### config.mk
export PLATFORM = sky130hd
export DESIGN_NAME = raster_to_page_byte_packer
export DESIGN_NICKNAME = d
export VERILOG_FILES = /design/src/sv/rpbp_pkg.sv /design/src/sv/raster_to_page_byte_packer.sv /design/src/sv/rpbp_fifo.sv /design/src/sv/rpbp_front.sv /design/src/sv/rpbp_back.sv
export SDC_FILE = /design/constraint.sdc
export NUM_CORES = 1
export LEC_CHECK = 0
export CORE_ASPECT_RATIO = 2
export CORE_MARGIN = 10
export CORE_UTILIZATION = 60
export DETAILED_ROUTE_END_ITERATION = 8
export DONT_BUFFER_PORTS = 1
export GPL_ROUTABILITY_DRIVEN = 0
export PLACE_DENSITY = 0.76
export SLEW_MARGIN = 30
export SYNTH_ARGS = -nofsm -noshare
export SYNTH_HDL_FRONTEND = slang
export SYNTH_SLANG_ARGS = --single-unit
### constraint.sdc
create_clock -name clk_i -period 12.5 [get_ports clk_i]
set_clock_uncertainty 0.05 [all_clocks]
set_input_delay 0.625 -clock clk_i [delete_from_list [all_inputs] [get_ports clk_i]]
set_output_delay 0.625 -clock clk_i [all_outputs]
set_load 0.01 [all_outputs]
### src/sv/rpbp_pkg.sv
// Package for the raster-to-page byte packer: field widths, register indexes,
// command and result types shared by the front end, the back end and the top level.
// No dependencies.
`default_nettype none

package rpbp_pkg;

  // Field widths.
  localparam int COL_W       = 7;
  localparam int ROW_W       = 3;
  localparam int PAGE_W      = 3;
  localparam int BYTE_W      = 8;
  localparam int PART_W      = BYTE_W - 1;
  localparam int COLS_CFG_W  = 8;
  localparam int PAGES_CFG_W = 4;
  localparam int CFG_DATA_W  = 8;
  localparam int CFG_IDX_W   = 1;

  // Hardware limits of the position counters.
  localparam int COL_LIMIT     = 1 << COL_W;
  localparam int PAGE_LIMIT    = 1 << PAGE_W;
  localparam int ROWS_PER_PAGE = 8;
  localparam logic [ROW_W-1:0] ROW_LAST = ROW_W'(ROWS_PER_PAGE - 1);

  // Default sizes of the frame store.
  localparam int DEF_MAX_COLUMNS = 128;
  localparam int DEF_MAX_ROWS    = 64;

  // Queue depths between the stages.
  localparam int MID_DEPTH = 2;
  localparam int OUT_DEPTH = 2;

  // Register reset values.
  localparam logic [COLS_CFG_W-1:0]  COLS_RESET  = COLS_CFG_W'(COL_LIMIT);
  localparam logic [PAGES_CFG_W-1:0] PAGES_RESET = PAGES_CFG_W'(PAGE_LIMIT);

  // Configuration register indexes.
  typedef enum logic [CFG_IDX_W-1:0] {
    REG_COLUMNS_IN_USE = 1'b0,
    REG_PAGES_IN_USE   = 1'b1
  } rpbp_reg_e;

  // What the back end does with one pixel.
  typedef enum logic [1:0] {
    OP_LOAD  = 2'd0,  // top row of a page: start a new partial byte
    OP_MERGE = 2'd1,  // middle rows: OR the pixel into the partial byte
    OP_EMIT  = 2'd2   // bottom row: complete the byte and send it out
  } rpbp_op_e;

  // Classified pixel handed from the front end to the back end.
  typedef struct packed {
    rpbp_op_e         op;
    logic             pixel;
    logic [ROW_W-1:0] row;
    logic [COL_W-1:0] col;
    logic [PAGE_W-1:0] page;
    logic             last;
  } rpbp_cmd_t;

  // One finished page byte.
  typedef struct packed {
    logic [BYTE_W-1:0] page_byte;
    logic [COL_W-1:0]  column;
    logic [PAGE_W-1:0] page;
    logic              last_of_frame;
  } rpbp_res_t;

endpackage

`default_nettype wire

### src/sv/raster_to_page_byte_packer.sv
// Raster-to-page byte packer, top level. Uses rpbp_pkg, rpbp_front, rpbp_back
// and rpbp_fifo.
//
// Pixels enter one per transaction on the input queue (push, full) in raster
// order, with frame_start_i on the first pixel of a frame. Every eighth row
// of a page completes a byte of eight vertical pixels, top row in bit 0; it
// leaves on the result queue (empty, pop) with its column, page and a flag on
// the frame's final byte. Other pixels produce no transaction.
// Configuration (columns and pages in use) is written through cfg_we_i,
// cfg_idx_i and cfg_wdata_i; the user must write it only while the block is
// idle, which the block itself does not enforce. Throughput is one pixel per
// cycle while the result queue has room: the partial byte memory does one read
// and one write per cycle, with forwarding when a column is hit twice in a row.
// When the receiver stalls, the result queue and then the command queue fill,
// and full rises after a few more pixels. Reset restores 128 columns, 8 pages
// and the frame origin; the partial byte memory is not cleared.
`default_nettype none

module raster_to_page_byte_packer
  import rpbp_pkg::*;
#(
  parameter int MAX_COLUMNS = DEF_MAX_COLUMNS,
  parameter int MAX_ROWS    = DEF_MAX_ROWS
) (
  input  wire logic                  clk_i,
  input  wire logic                  rst_ni,
  input  wire logic                  push,
  output logic                       full,
  input  wire logic                  pixel_i,
  input  wire logic                  frame_start_i,
  output logic                       empty,
  input  wire logic                  pop,
  output logic [BYTE_W-1:0]          page_byte_o,
  output logic [COL_W-1:0]           column_o,
  output logic [PAGE_W-1:0]          page_o,
  output logic                       last_of_frame_o,
  input  wire logic                  cfg_we_i,
  input  wire logic [CFG_IDX_W-1:0]  cfg_idx_i,
  input  wire logic [CFG_DATA_W-1:0] cfg_wdata_i
);

  logic      accept;
  rpbp_cmd_t front_cmd, back_cmd;
  logic      cmd_empty, cmd_pop;
  rpbp_res_t back_res, out_res;
  logic      res_push, res_full;

  assign accept = push && !full;

  // Position tracking and classification.
  rpbp_front #(
    .MAX_COLUMNS (MAX_COLUMNS),
    .MAX_ROWS    (MAX_ROWS)
  ) u_front (
    .clk_i         (clk_i),
    .rst_ni        (rst_ni),
    .accept_i      (accept),
    .pixel_i       (pixel_i),
    .frame_start_i (frame_start_i),
    .cfg_we_i      (cfg_we_i),
    .cfg_idx_i     (cfg_idx_i),
    .cfg_wdata_i   (cfg_wdata_i),
    .cmd_o         (front_cmd)
  );

  // Command queue between front and back.
  rpbp_fifo #(
    .WIDTH ($bits(rpbp_cmd_t)),
    .DEPTH (MID_DEPTH)
  ) u_cmd_fifo (
    .clk_i   (clk_i),
    .rst_ni  (rst_ni),
    .push_i  (accept),
    .wdata_i (front_cmd),
    .pop_i   (cmd_pop),
    .rdata_o (back_cmd),
    .full_o  (full),
    .empty_o (cmd_empty)
  );

  // Partial byte memory and byte assembly.
  rpbp_back #(
    .MAX_COLUMNS (MAX_COLUMNS)
  ) u_back (
    .clk_i       (clk_i),
    .rst_ni      (rst_ni),
    .cmd_i       (back_cmd),
    .cmd_empty_i (cmd_empty),
    .cmd_pop_o   (cmd_pop),
    .res_full_i  (res_full),
    .res_push_o  (res_push),
    .res_o       (back_res)
  );

  // Result queue toward the receiver.
  rpbp_fifo #(
    .WIDTH ($bits(rpbp_res_t)),
    .DEPTH (OUT_DEPTH)
  ) u_res_fifo (
    .clk_i   (clk_i),
    .rst_ni  (rst_ni),
    .push_i  (res_push),
    .wdata_i (back_res),
    .pop_i   (pop),
    .rdata_o (out_res),
    .full_o  (res_full),
    .empty_o (empty)
  );

  assign page_byte_o     = out_res.page_byte;
  assign column_o        = out_res.column;
  assign page_o          = out_res.page;
  assign last_of_frame_o = out_res.last_of_frame;

endmodule

`default_nettype wire

### src/sv/rpbp_fifo.sv
// Small flip-flop queue used between the packer stages.
// No package dependencies; width and depth come from the instantiating module.
`default_nettype none

module rpbp_fifo #(
  parameter int WIDTH = 8,
  parameter int DEPTH = 2
) (
  input  wire logic             clk_i,
  input  wire logic             rst_ni,
  input  wire logic             push_i,
  input  wire logic [WIDTH-1:0] wdata_i,
  input  wire logic             pop_i,
  output logic [WIDTH-1:0]      rdata_o,
  output logic                  full_o,
  output logic                  empty_o
);

  localparam int PtrW = (DEPTH > 1) ? $clog2(DEPTH) : 1;
  localparam int CntW = $clog2(DEPTH + 1);
  localparam logic [PtrW-1:0] PtrLast = PtrW'(DEPTH - 1);
  localparam logic [CntW-1:0] CntFull = CntW'(DEPTH);

  logic [WIDTH-1:0] slot_q [DEPTH];
  logic [PtrW-1:0]  wr_ptr_q, wr_ptr_d;
  logic [PtrW-1:0]  rd_ptr_q, rd_ptr_d;
  logic [CntW-1:0]  count_q, count_d;
  logic             do_push, do_pop;

  assign full_o  = (count_q == CntFull);
  assign empty_o = (count_q == '0);
  assign rdata_o = slot_q[rd_ptr_q];
  assign do_push = push_i && !full_o;
  assign do_pop  = pop_i && !empty_o;

  // Pointer and fill count update.
  always_comb begin
    wr_ptr_d = wr_ptr_q;
    rd_ptr_d = rd_ptr_q;
    count_d  = count_q;
    if (do_push) begin
      wr_ptr_d = (wr_ptr_q == PtrLast) ? '0 : wr_ptr_q + PtrW'(1);
    end
    if (do_pop) begin
      rd_ptr_d = (rd_ptr_q == PtrLast) ? '0 : rd_ptr_q + PtrW'(1);
    end
    if (do_push && !do_pop) begin
      count_d = count_q + CntW'(1);
    end else if (do_pop && !do_push) begin
      count_d = count_q - CntW'(1);
    end
  end

  always_ff @(posedge clk_i or negedge rst_ni) begin
    if (!rst_ni) begin
      wr_ptr_q <= '0;
      rd_ptr_q <= '0;
      count_q  <= '0;
    end else begin
      wr_ptr_q <= wr_ptr_d;
      rd_ptr_q <= rd_ptr_d;
      count_q  <= count_d;
    end
  end

  // Storage slots carry no reset.
  always_ff @(posedge clk_i) begin
    if (do_push) begin
      slot_q[wr_ptr_q] <= wdata_i;
    end
  end

endmodule

`default_nettype wire

### src/sv/rpbp_front.sv
// Front end of the packer: configuration registers, raster position counters
// and classification of each pixel into a back-end command. Uses rpbp_pkg.
`default_nettype none

module rpbp_front
  import rpbp_pkg::*;
#(
  parameter int MAX_COLUMNS = DEF_MAX_COLUMNS,
  parameter int MAX_ROWS    = DEF_MAX_ROWS
) (
  input  wire logic                  clk_i,
  input  wire logic                  rst_ni,
  input  wire logic                  accept_i,
  input  wire logic                  pixel_i,
  input  wire logic                  frame_start_i,
  input  wire logic                  cfg_we_i,
  input  wire logic [CFG_IDX_W-1:0]  cfg_idx_i,
  input  wire logic [CFG_DATA_W-1:0] cfg_wdata_i,
  output rpbp_cmd_t                  cmd_o
);

  // Hardware limits that the register values are saturated to.
  localparam int HwCols   = (MAX_COLUMNS < COL_LIMIT) ? MAX_COLUMNS : COL_LIMIT;
  localparam int RowPages = MAX_ROWS / ROWS_PER_PAGE;
  localparam int HwPages  = (RowPages > PAGE_LIMIT) ? PAGE_LIMIT :
                            ((RowPages < 1) ? 1 : RowPages);
  localparam logic [COLS_CFG_W-1:0]  HwColsV  = COLS_CFG_W'(HwCols);
  localparam logic [PAGES_CFG_W-1:0] HwPagesV = PAGES_CFG_W'(HwPages);
  localparam bit              ColClamp = (MAX_COLUMNS < COL_LIMIT);
  localparam logic [COL_W-1:0] ColMaxV = COL_W'(ColClamp ? MAX_COLUMNS : 0);

  logic [COLS_CFG_W-1:0]  cfg_cols_q;
  logic [PAGES_CFG_W-1:0] cfg_pages_q;
  logic [COLS_CFG_W-1:0]  cols_eff;
  logic [PAGES_CFG_W-1:0] pages_eff;

  logic [COL_W-1:0]  col_q, col_d, col_cur;
  logic [ROW_W-1:0]  row_q, row_d, row_cur;
  logic [PAGE_W-1:0] page_q, page_d, page_cur;
  logic [COL_W:0]    col_inc;
  logic [PAGE_W:0]   page_inc;

  // Configuration register writes.
  always_ff @(posedge clk_i or negedge rst_ni) begin
    if (!rst_ni) begin
      cfg_cols_q  <= COLS_RESET;
      cfg_pages_q <= PAGES_RESET;
    end else if (cfg_we_i) begin
      unique case (rpbp_reg_e'(cfg_idx_i))
        REG_COLUMNS_IN_USE: cfg_cols_q  <= cfg_wdata_i[COLS_CFG_W-1:0];
        REG_PAGES_IN_USE:   cfg_pages_q <= cfg_wdata_i[PAGES_CFG_W-1:0];
        default: ;
      endcase
    end
  end

  // Saturate the limits into the supported range.
  always_comb begin
    cols_eff = cfg_cols_q;
    if (cfg_cols_q == '0) begin
      cols_eff = COLS_CFG_W'(1);
    end else if (cfg_cols_q > HwColsV) begin
      cols_eff = HwColsV;
    end
    pages_eff = cfg_pages_q;
    if (cfg_pages_q == '0) begin
      pages_eff = PAGES_CFG_W'(1);
    end else if (cfg_pages_q > HwPagesV) begin
      pages_eff = HwPagesV;
    end
  end

  // Current position, classification and next position.
  always_comb begin
    col_cur  = frame_start_i ? '0 : col_q;
    row_cur  = frame_start_i ? '0 : row_q;
    page_cur = frame_start_i ? '0 : page_q;
    if (ColClamp && (col_cur >= ColMaxV)) begin
      col_cur = '0;
    end
    col_inc  = {1'b0, col_cur} + (COL_W + 1)'(1);
    page_inc = {1'b0, page_cur} + (PAGE_W + 1)'(1);

    cmd_o.pixel = pixel_i;
    cmd_o.row   = row_cur;
    cmd_o.col   = col_cur;
    cmd_o.page  = page_cur;
    cmd_o.last  = (PAGES_CFG_W'(page_inc) >= pages_eff) &&
                  (COLS_CFG_W'(col_inc) >= cols_eff);
    if (row_cur == '0) begin
      cmd_o.op = OP_LOAD;
    end else if (row_cur == ROW_LAST) begin
      cmd_o.op = OP_EMIT;
    end else begin
      cmd_o.op = OP_MERGE;
    end

    col_d  = col_inc[COL_W-1:0];
    row_d  = row_cur;
    page_d = page_cur;
    if (COLS_CFG_W'(col_inc) >= cols_eff) begin
      col_d = '0;
      if (row_cur == ROW_LAST) begin
        row_d  = '0;
        page_d = (PAGES_CFG_W'(page_inc) >= pages_eff) ? '0 : page_inc[PAGE_W-1:0];
      end else begin
        row_d = row_cur + ROW_W'(1);
      end
    end
  end

  // Position counters advance once per accepted transaction.
  always_ff @(posedge clk_i or negedge rst_ni) begin
    if (!rst_ni) begin
      col_q  <= '0;
      row_q  <= '0;
      page_q <= '0;
    end else if (accept_i) begin
      col_q  <= col_d;
      row_q  <= row_d;
      page_q <= page_d;
    end
  end

endmodule

`default_nettype wire

### src/sv/rpbp_back.sv
// Back end of the packer: per-column partial byte memory with a two-stage
// read-modify-write and forwarding, producing finished page bytes. Uses rpbp_pkg.
`default_nettype none

module rpbp_back
  import rpbp_pkg::*;
#(
  parameter int MAX_COLUMNS = DEF_MAX_COLUMNS
) (
  input  wire logic      clk_i,
  input  wire logic      rst_ni,
  input  wire rpbp_cmd_t cmd_i,
  input  wire logic      cmd_empty_i,
  output logic           cmd_pop_o,
  input  wire logic      res_full_i,
  output logic           res_push_o,
  output rpbp_res_t      res_o
);

  localparam int MemDepth = (MAX_COLUMNS < COL_LIMIT) ? MAX_COLUMNS : COL_LIMIT;
  localparam int IdxW     = $clog2(MemDepth);

  logic [PART_W-1:0] part_mem_q [MemDepth];
  logic [PART_W-1:0] rd_data_q;
  logic [PART_W-1:0] fwd_data_q;
  logic              fwd_q;
  logic              b_valid_q;
  rpbp_cmd_t         b_cmd_q;

  logic              b_done, a_take, wr_en;
  logic [IdxW-1:0]   rd_idx, wr_idx;
  logic [PART_W-1:0] old_part, new_part;

  // Stage handshakes: the write stage waits only when a byte has no room.
  assign b_done    = b_valid_q && ((b_cmd_q.op != OP_EMIT) || !res_full_i);
  assign a_take    = !cmd_empty_i && (!b_valid_q || b_done);
  assign cmd_pop_o = a_take;
  assign rd_idx    = cmd_i.col[IdxW-1:0];
  assign wr_idx    = b_cmd_q.col[IdxW-1:0];
  assign wr_en     = b_done && (b_cmd_q.op != OP_EMIT);

  // Use the value written in the read cycle when both hit the same column.
  assign old_part = fwd_q ? fwd_data_q : rd_data_q;

  // New partial byte for the column.
  always_comb begin
    case (b_cmd_q.op)
      OP_LOAD:  new_part = PART_W'(b_cmd_q.pixel);
      OP_MERGE: new_part = old_part | (PART_W'(b_cmd_q.pixel) << b_cmd_q.row);
      default:  new_part = old_part;
    endcase
  end

  // Finished byte toward the result queue.
  assign res_push_o          = b_done && (b_cmd_q.op == OP_EMIT);
  assign res_o.page_byte     = {b_cmd_q.pixel, old_part};
  assign res_o.column        = b_cmd_q.col;
  assign res_o.page          = b_cmd_q.page;
  assign res_o.last_of_frame = b_cmd_q.last;

  // Write-stage control.
  always_ff @(posedge clk_i or negedge rst_ni) begin
    if (!rst_ni) begin
      b_valid_q <= 1'b0;
      fwd_q     <= 1'b0;
    end else begin
      if (a_take) begin
        b_valid_q <= 1'b1;
        fwd_q     <= wr_en && (wr_idx == rd_idx);
      end else if (b_done) begin
        b_valid_q <= 1'b0;
      end
    end
  end

  // Write-stage payload and registered memory read.
  always_ff @(posedge clk_i) begin
    if (a_take) begin
      b_cmd_q    <= cmd_i;
      rd_data_q  <= part_mem_q[rd_idx];
      fwd_data_q <= new_part;
    end
  end

  // Partial byte memory write port.
  always_ff @(posedge clk_i) begin
    if (wr_en) begin
      part_mem_q[wr_idx] <= new_part;
    end
  end

`ifndef ASSERT_OFF
  // A held write stage keeps its command until it completes.
  a_hold_cmd: assert property (@(posedge clk_i) disable iff (!rst_ni)
    b_valid_q && !b_done |=> b_valid_q && $stable(b_cmd_q))
    else $error("write stage lost its command while stalled");

  // Bytes are emitted only for the bottom row of a page.
  a_emit_row: assert property (@(posedge clk_i) disable iff (!rst_ni)
    b_valid_q && (b_cmd_q.op == OP_EMIT) |-> b_cmd_q.row == ROW_LAST)
    else $error("byte emitted outside the bottom row");

  // A partial byte is started exactly on the top row.
  a_load_row: assert property (@(posedge clk_i) disable iff (!rst_ni)
    b_valid_q |-> ((b_cmd_q.op == OP_LOAD) == (b_cmd_q.row == '0)))
    else $error("top row and load command disagree");

  // A taken command is in the write stage on the next cycle.
  a_take_lands: assert property (@(posedge clk_i) disable iff (!rst_ni)
    a_take |=> b_valid_q)
    else $error("taken command did not reach the write stage");
`endif

endmodule

`default_nettype wire
==> reports/qor.log, run 1 <==
qor: outcome.outcome finished clean
qor: global_routing.grt_pass1_vias 25.6k
qor: hold_path.hold_start pixel_i
qor: yosys.yosys_warnings 0
qor: yosys.postSynthAreaPerCell 13.8 µm²
qor: yosys.yosys.area_share.adder 0.00572
qor: sta.tightest_pin_transition 1.10 ns
qor: layout.layout.cells.most_common sky130_fd_sc_hd__edfxtp_1
qor: sta.slew_headroom 0.260
qor: sta.min_period_over_period 0.465
qor: yosys.fraction_of_registers_with_async_set_or_reset_after_synthesis 0.0338
qor: layout.drive_above_1_share 0.0881
qor: yosys.synth.net_count 3036
qor: cts.cts.repair_timing.setup_buffer_count 0
qor: detailed_routing.drt-wirelength-per-cell 27.4 µm
qor: yosys.yosys-mux-area-fraction 0.0548
qor: die.design.core.area 68700 µm²
qor: power.leak 15.3 nW
qor: setup_path.worst_r2r_start u_cmd_fifo.rd_ptr_q$_DFFE_PN0P_
qor: sta.setup_viol 0
qor: layout.final_core_utilization 0.656
qor: detailed_routing.first_iter_violations 3213
qor: yosys.area_fraction_in_compound_gates_after_synthesis 0.0343
qor: global_routing.grt_overflow_total 0
qor: sta.final.min_clock_period 5.81 ns
qor: setup_path.crit_path_end_kind flop
qor: layout.fillCellCount 4650
qor: setup_path.timing.critical_path.from u_cmd_fifo.rd_ptr_q$_DFFE_PN0P_
qor: setup_path.critical_path_arrival 6.14 ns
qor: layout.finalNonFillerCells 3919
qor: cts.clk_pin_slew 0.07 ns
qor: yosys.synth_flop_cell sky130_fd_sc_hd__edfxtp_1
qor: die.row_count 136
qor: global_routing.grt_use_total 0.268
qor: cts.cts-root-to-sink-buffers 3
qor: sta.slew_violations 0
qor: placement.dp.final_hpwl 68.2 mm
qor: die.fp.dieW 206 µm
qor: cts.clock_insertion_delay_worst_skew 0.65 ns
qor: setup_path.timing.critical_path.from_type flop
qor: sta.final.setup.worst_slack 6.69 ns
qor: detailed_routing.route.detailed.drc 0
qor: detailed_routing.drt.antenna.violating_nets 0
qor: yosys.main_combinational_cell_family_by_area_after_synthesis simple AND/OR/NAND/NOR gates
qor: global_routing.grt_first_pass_wirelength 159 mm
qor: cts.cts.root.buffer_cell sky130_fd_sc_hd__clkbuf_16
qor: yosys.ys_seq_elements 1034
qor: job.timing.max_cap.violations 0
qor: yosys.post_synth_num_cell_types 51
qor: die.floorplan.initialDensity 0.604
qor: detailed_routing.drt_pass1_iterations 7
qor: detailed_routing.detailroute.via_count 25.5k
qor: yosys.synth_edf_count 999
qor: yosys.yosys.area_share.simple 0.138
qor: cts.cts_tree done
qor: die.design.die.area 80800 µm²
qor: sta.whs 0.0337 ns
qor: sta.hold_violations 0
qor: placement.place_ws 6.64 ns
qor: layout.top_library_cells_by_usage_in_the_layout_fill_and_taps_aside 999 x sky130_fd_sc_hd__edfxtp_1, 634 x sky130_fd_sc_hd__nand2_1, 388 x sky130_fd_sc_hd__nand3_1, 209 x sky130_fd_sc_hd__nor2_1, 104 x sky130_fd_sc_hd__mux2i_1
qor: setup_path.critPathRequiredTime 12.83 ns
qor: global_routing.grt_antenna_before_repair 1
qor: detailed_routing.viasPerCell 6.52
qor: yosys.synth_area 41500 µm²
qor: cts.clock_sinks 1034
qor: setup_path.worstPathMaxFanout 144
qor: cts.ctsHtreeMaxLevel 3
qor: yosys.synth_xor_area_frac 0.00485
qor: detailed_routing.postRouteWirelength 108 mm
qor: sta.grt_setup_unrepaired false
qor: cts.cts-buffers-inserted 79
qor: layout.final_nets 2995
qor: setup_path.timing.setup.critical_path_class reg2reg
qor: power.powerDensity 254 nW/µm²
qor: placement.place.detailed.instances 3773
qor: hold_path.class_of_the_most_critical_hold_timing_path in2reg
qor: sta.fin_tns_setup 0 ns
qor: yosys.synth.yosys.seq_area_share 0.743
qor: power.peakVddDrop 0.316 mV
qor: global_routing.grt_max_degree 215
qor: sta.fmaxAchievable 172 MHz
qor: die.die-height 392 µm
qor: yosys.synthCells 3001
qor: placement.numPortBuffers 0
qor: layout.flow.area_growth_from_synthesis 8.61%
qor: die.floorplan.io_pins 37
-- kinds of logic after synthesis --
kind of cell,count (synthesis)
adders and majority gates,19
and+or+nand+nor,1339
AOI/OAI and AO/OA,214
muxes,184
xor gates and xnor gates,23
DFF,1034
buffers and inverters,188
-- state kept, by name, summed over array words and instances, names as in the netlist, 5 cells and up --
name                flops
u_back.b_cmd_q          5
u_back.fwd_data_q       7
u_back.part_mem_q     896
u_back.rd_data_q        7
u_back.res_o            5
u_back.wr_idx           7
u_cmd_fifo.slot_q      34
u_front.cfg_cols_q      8
u_front.col_q           7
u_res_fifo.slot_q      38
-- power by group --
part	switching [W]	internal (W)	leakage, nW
sequential	0.000180	0.00480	9.54
clock	0.00116	0.00144	1.27
combinational	0.00295	0.000920	4.50
-- path summary, 6_finish.rpt --
| kind | endpoint | slack (ns) | depth (start not counted) |
|---|---|---|---|
| setup / recovery | u_back.rd_data_q[1]$_DFFE_PP_ | 6.69 | 11 |
| hold / removal | u_cmd_fifo.slot_q[0][14]$_DFFE_PP_ | 0.03 | 0 |
| setup reg to reg | u_back.rd_data_q[1]$_DFFE_PP_ | 6.69 | 11 |
| hold reg to reg | u_res_fifo.slot_q[0][3]$_DFFE_PP_ | 0.43 | 0 |
| max in group asynchronous | u_front.cfg_cols_q[7]$_DFFE_PN1P_ | 11.69 | 2 |
| min in group asynchronous | u_back.b_valid_q$_DFFE_PN0P_ | 0.42 | 2 |
-- stage by stage --
step	area (µm²)	total power, W
2_1_floorplan	41500	0.00734
3_3_place_gp	42400	0.00868
3_5_place_dp	42400	0.00881
4_1_cts	45100	0.0114
5_1_grt	45100	0.0118
6_report	45100	0.0114
-- synth_stat cells, drive strengths merged (5+ instances only) --
library cell / instances / share of area
a21oi: 54 / 0.0065
a22oi: 15 / 0.0027
a31oi: 52 / 0.0078
a32oi: 14 / 0.0030
and3: 10 / 0.0015
buf: 65 / 0.0080
clkbuf: 103 / 0.0093
dfrtp: 33 / 0.020
edfxtp: 999 / 0.72
ha: 19 / 0.0057
inv: 18 / 0.0016
mux2: 49 / 0.013
mux2i: 107 / 0.026
mux4: 28 / 0.015
nand2: 637 / 0.058
nand2b: 9 / 0.0014
nand3: 390 / 0.047
nor2: 216 / 0.020
nor2b: 22 / 0.0033
nor3: 29 / 0.0035
nor4: 13 / 0.0020
o211ai: 5 / 0.00090
o21ai: 19 / 0.0023
o221ai: 28 / 0.0059
o22ai: 7 / 0.0011
xnor2: 11 / 0.0023
xor2: 12 / 0.0025
-- cell type report --
| type | count | area (µm²) | area share |
|---|---|---|---|
| repair buffers | 46 | 400 | 0.00887 |
| multi-input cells | 1779 | 9990 | 0.221 |
| diodes | 2 | 5.00 | 0.000111 |
| clock inverters | 45 | 512 | 0.0113 |
| inverters | 20 | 85.1 | 0.00189 |
| flip-flops and latches | 1034 | 30900 | 0.684 |
| well taps | 897 | 1120 | 0.0249 |
| clock buffers | 96 | 2120 | 0.0471 |
-- layer usage --
| layer | global-route usage | vias to the layer above | part of all wire |
|---|---|---|---|
| met5 | 0 | - | 0 |
| met1 | 0.278 | 12600 | 0.30 |
| met4 | 0.198 | 0 | 0.087 |
| li1 | - | 11000 | - |
| met3 | 0.0496 | 407 | 0.087 |
| met2 | 0.472 | 1598 | 0.53 |
-- critical path, stage by stage, from the launching register on --
cell and delay [ns]:
sky130_fd_sc_hd__dfrtp_2 0.63, sky130_fd_sc_hd__mux2i_4 0.29, sky130_fd_sc_hd__buf_6 0.34, sky130_fd_sc_hd__inv_8 0.77, sky130_fd_sc_hd__buf_4 0.67, sky130_fd_sc_hd__buf_4 0.69, sky130_fd_sc_hd__buf_4 0.82, sky130_fd_sc_hd__mux4_2 0.61
sky130_fd_sc_hd__nand2_1 0.08, sky130_fd_sc_hd__a31oi_1 0.08, sky130_fd_sc_hd__a21oi_1 0.19, sky130_fd_sc_hd__a22oi_1 0.09
-- what timing repair did --
item,in CTS,in global routing
gates resized for setup,0,0
hold buffers,2,0
hold endpoints to repair,35,0
setup endpoints to repair,0,0
Note: power is estimated with default switching activity, not from simulation.
==> inputs of run 2 (changes only) <==
Clock period 12.5 ns to 5.7 ns, I/O delays scaled along.
==> reports/qor.log, run 2 (same netlist as run 1, synthesis figures left out) <==
qor: cts.cts-buffers-inserted 79 [unchanged]
qor: sta.min_period_over_period 0.815 [was 0.465]
qor: placement.place.detailed.instances 3784 [was 3773]
qor: sta.fmaxAchievable 215 MHz [was 172 MHz]
qor: global_routing.grt.met1_usage 0.284 [was 0.278]
qor: global_routing.grt_max_degree 230 [was 215]
qor: cts.ctsHtreeMaxLevel 3 [unchanged]
qor: placement.place_ws 1.32 ns [was 6.64 ns]
qor: cts.clock_sinks 1034 [unchanged]
qor: layout.finalNonFillerCells 3958 [was 3919]
qor: detailed_routing.drt-wirelength-per-cell 27.7 µm [was 27.4 µm]
qor: outcome.outcome finished clean [unchanged]
qor: power.powerDensity 563 nW/µm² [was 254 nW/µm²]
qor: sta.slew_headroom 0.301 [was 0.260]
qor: sta.final.min_clock_period 4.64 ns [was 5.81 ns]
qor: sta.setup_viol 0 [unchanged]
qor: global_routing.grt_antenna_before_repair 2 [was 1]
qor: die.floorplan.io_pins 37 [unchanged]
qor: sta.hold_violations 0 [unchanged]
qor: layout.largest_reg_flops 896 [unchanged]
qor: setup_path.crit_path_end_kind flop [unchanged]
qor: sta.fin_tns_setup 0 ns [unchanged]
qor: die.row_count 136 [unchanged]
qor: cts.cts_tree done [unchanged]
qor: detailed_routing.drt_pass1_iterations 6 [was 7]
qor: placement.numPortBuffers 0 [unchanged]
qor: layout.final_nets 3031 [was 2995]
qor: layout.largestRegisters u_back.part_mem_q (896), u_res_fifo.slot_q (38), u_cmd_fifo.slot_q (34) [unchanged]
qor: sta.tightest_pin_transition 1.05 ns [was 1.10 ns]
qor: power.leak 15.6 nW [was 15.3 nW]
qor: setup_path.critPathRequiredTime 6.15 ns [was 12.83 ns]
qor: detailed_routing.drt.antenna.violating_nets 0 [unchanged]
qor: detailed_routing.first_iter_violations 2789 [was 3213]
qor: cts.postCtsResizedCells 0 [unchanged]
qor: hold_path.hold_start cfg_we_i [was pixel_i]
qor: layout.layout.cells.most_common sky130_fd_sc_hd__edfxtp_1 [unchanged]
qor: setup_path.worst_r2r_start u_cmd_fifo.rd_ptr_q$_DFFE_PN0P_ [unchanged]
qor: cts.cts-root-to-sink-buffers 3 [unchanged]
qor: global_routing.grt_use_total 0.273 [was 0.268]
qor: die.design.die.area 80800 µm² [unchanged]
qor: cts.cts.repair_timing.setup_buffer_count 0 [unchanged]
qor: layout.regMostFlops u_back.part_mem_q [unchanged]
qor: layout.final_core_utilization 0.665 [was 0.656]
qor: global_routing.grt_overflow_total 0 [unchanged]
qor: layout.drive_above_1_share 0.0941 [was 0.0881]
qor: cts.clock_insertion_delay_worst_skew 0.66 ns [was 0.65 ns]
qor: setup_path.timing.critical_path.from_type flop [unchanged]
qor: detailed_routing.route.detailed.drc 0 [unchanged]
qor: layout.top_library_cells_by_usage_in_the_layout_fill_and_taps_aside 999 x sky130_fd_sc_hd__edfxtp_1, 635 x sky130_fd_sc_hd__nand2_1, 388 x sky130_fd_sc_hd__nand3_1, 209 x sky130_fd_sc_hd__nor2_1, 104 x sky130_fd_sc_hd__mux2i_1 [was 999 x sky130_fd_sc_hd__edfxtp_1, 634 x sky130_fd_sc_hd__nand2_1, 388 x sky130_fd_sc_hd__nand3_1, 209 x sky130_fd_sc_hd__nor2_1, 104 x sky130_fd_sc_hd__mux2i_1]
qor: setup_path.critical_path_arrival 5.09 ns [was 6.14 ns]
qor: sta.slew_violations 0 [unchanged]
qor: global_routing.gr-usage-met2 0.474 [was 0.472]
qor: sta.grt_setup_unrepaired false [unchanged]
qor: layout.flow.area_growth_from_synthesis 10.1% [was 8.61%]
qor: global_routing.grt_pass1_vias 25.8k [was 25.6k]
qor: detailed_routing.postRouteWirelength 110 mm [was 108 mm]
qor: global_routing.grt_util_met3 0.0467 [was 0.0496]
qor: placement.dp.final_hpwl 69.6 mm [was 68.2 mm]
qor: setup_path.timing.setup.critical_path_class reg2reg [unchanged]
qor: die.fp.dieW 206 µm [unchanged]
qor: die.design.core.area 68700 µm² [unchanged]
qor: detailed_routing.viasPerCell 6.48 [was 6.52]
qor: global_routing.grt_first_pass_wirelength 161 mm [was 159 mm]
qor: setup_path.reg2reg_setup_slack 1.06 ns [was 6.69 ns]
qor: cts.cts.root.buffer_cell sky130_fd_sc_hd__clkbuf_16 [unchanged]
qor: detailed_routing.detailroute.via_count 25.7k [was 25.5k]
qor: setup_path.timing.critical_path.from u_cmd_fifo.rd_ptr_q$_DFFE_PN0P_ [unchanged]
qor: power.peakVddDrop 0.942 mV [was 0.316 mV]
qor: job.timing.max_cap.violations 0 [unchanged]
qor: hold_path.class_of_the_most_critical_hold_timing_path in2reg [unchanged]
qor: die.floorplan.initialDensity 0.604 [unchanged]
qor: die.die-height 392 µm [unchanged]
qor: global_routing.busiest_layer_in_global_routing met2 [unchanged]
qor: setup_path.worstPathMaxFanout 159 [was 144]
qor: sta.final.setup.worst_slack 1.06 ns [was 6.69 ns]
qor: cts.clk_pin_slew 0.07 ns [about the same]
## run 2: cell types whose count changed in the layout (fill, tap and decap cells not counted), sizes merged, moves of 2 or more
cell         before  now
bufinv           11   19
clkbuf           96   91
inv              18   22
clkinvlp          6    4
dlygate4sd3       1   25
buf              45   57
## run 2: final cells by class
type                       instances  area (µm²)
sequential                      1034       30900
fill                            4576       23000
multi-input combinational       1779       10000
clock buffer                      91        2030
tap                              897        1120
clock inverter                    54         830
timing repair buffer              82         801
inverter                          20        90.1
antenna                            1        2.50
## run 2: metal layers
| metal | part of all wire | routed length, µm | vias to the layer above |
|---|---|---|---|
| met2 | 0.52 | 57200 | 1490 |
| met1 | 0.31 | 33800 | 12700 |
| met4 | 0.093 | 10200 | 0 |
| met5 | 0 | 0 | - |
| li1 | - | - | 11100 |
| met3 | 0.079 | 8620 | 405 |
## run 2: worst max-delay path, stage by stage, from the launching register on
cell	delay, ns
sky130_fd_sc_hd__dfrtp_1	0.64
sky130_fd_sc_hd__mux2i_4	0.41
sky130_fd_sc_hd__buf_4	0.70
sky130_fd_sc_hd__buf_12	0.38
sky130_fd_sc_hd__buf_16	0.48
sky130_fd_sc_hd__nand2_1	0.12
sky130_fd_sc_hd__nand3_1	0.12
sky130_fd_sc_hd__nand3_1	0.09
sky130_fd_sc_hd__a21oi_1	0.77
sky130_fd_sc_hd__nor3_1	0.24
sky130_fd_sc_hd__a22oi_1	0.22
## run 2: final timing paths
path	endpoint	depth (start not counted)
max	u_back.rd_data_q[5]$_DFFE_PP_	10
min reg2reg	u_res_fifo.wr_ptr_q$_DFFE_PN0P_	1
min	u_front.cfg_cols_q[1]$_DFFE_PN0P_	2
max reg2reg	u_back.rd_data_q[5]$_DFFE_PP_	10
min in group asynchronous	u_front.col_q[6]$_DFFE_PN0P_	3
max in group asynchronous	u_front.page_q[1]$_DFFE_PN0P_	4
## run 2: per-stage QoR
stage | cell area (µm²) | hold slack (ns) | power, W
3_5_place_dp | 42600 | -0.0591 | 0.0195
6_report | 45800 | 0.116 | 0.0257
3_3_place_gp | 42500 | -0.0592 | 0.0192
5_1_grt | 45700 | 0.141 | 0.0265
2_1_floorplan | 41500 | -0.0606 | 0.0161
4_1_cts | 45700 | 0.0718 | 0.0255
## run 2: where the power goes
group / internal [W] / switching [W]
clock: 0.00347 / 0.00266
combinational: 0.00215 / 0.00655
sequential: 0.0105 / 0.000387
## run 2: repair_timing
item | in CTS | in global routing
hold buffers | 26 | 0
endpoints found under the hold margin | 91 | 0
endpoints found under the setup margin | 0 | 0
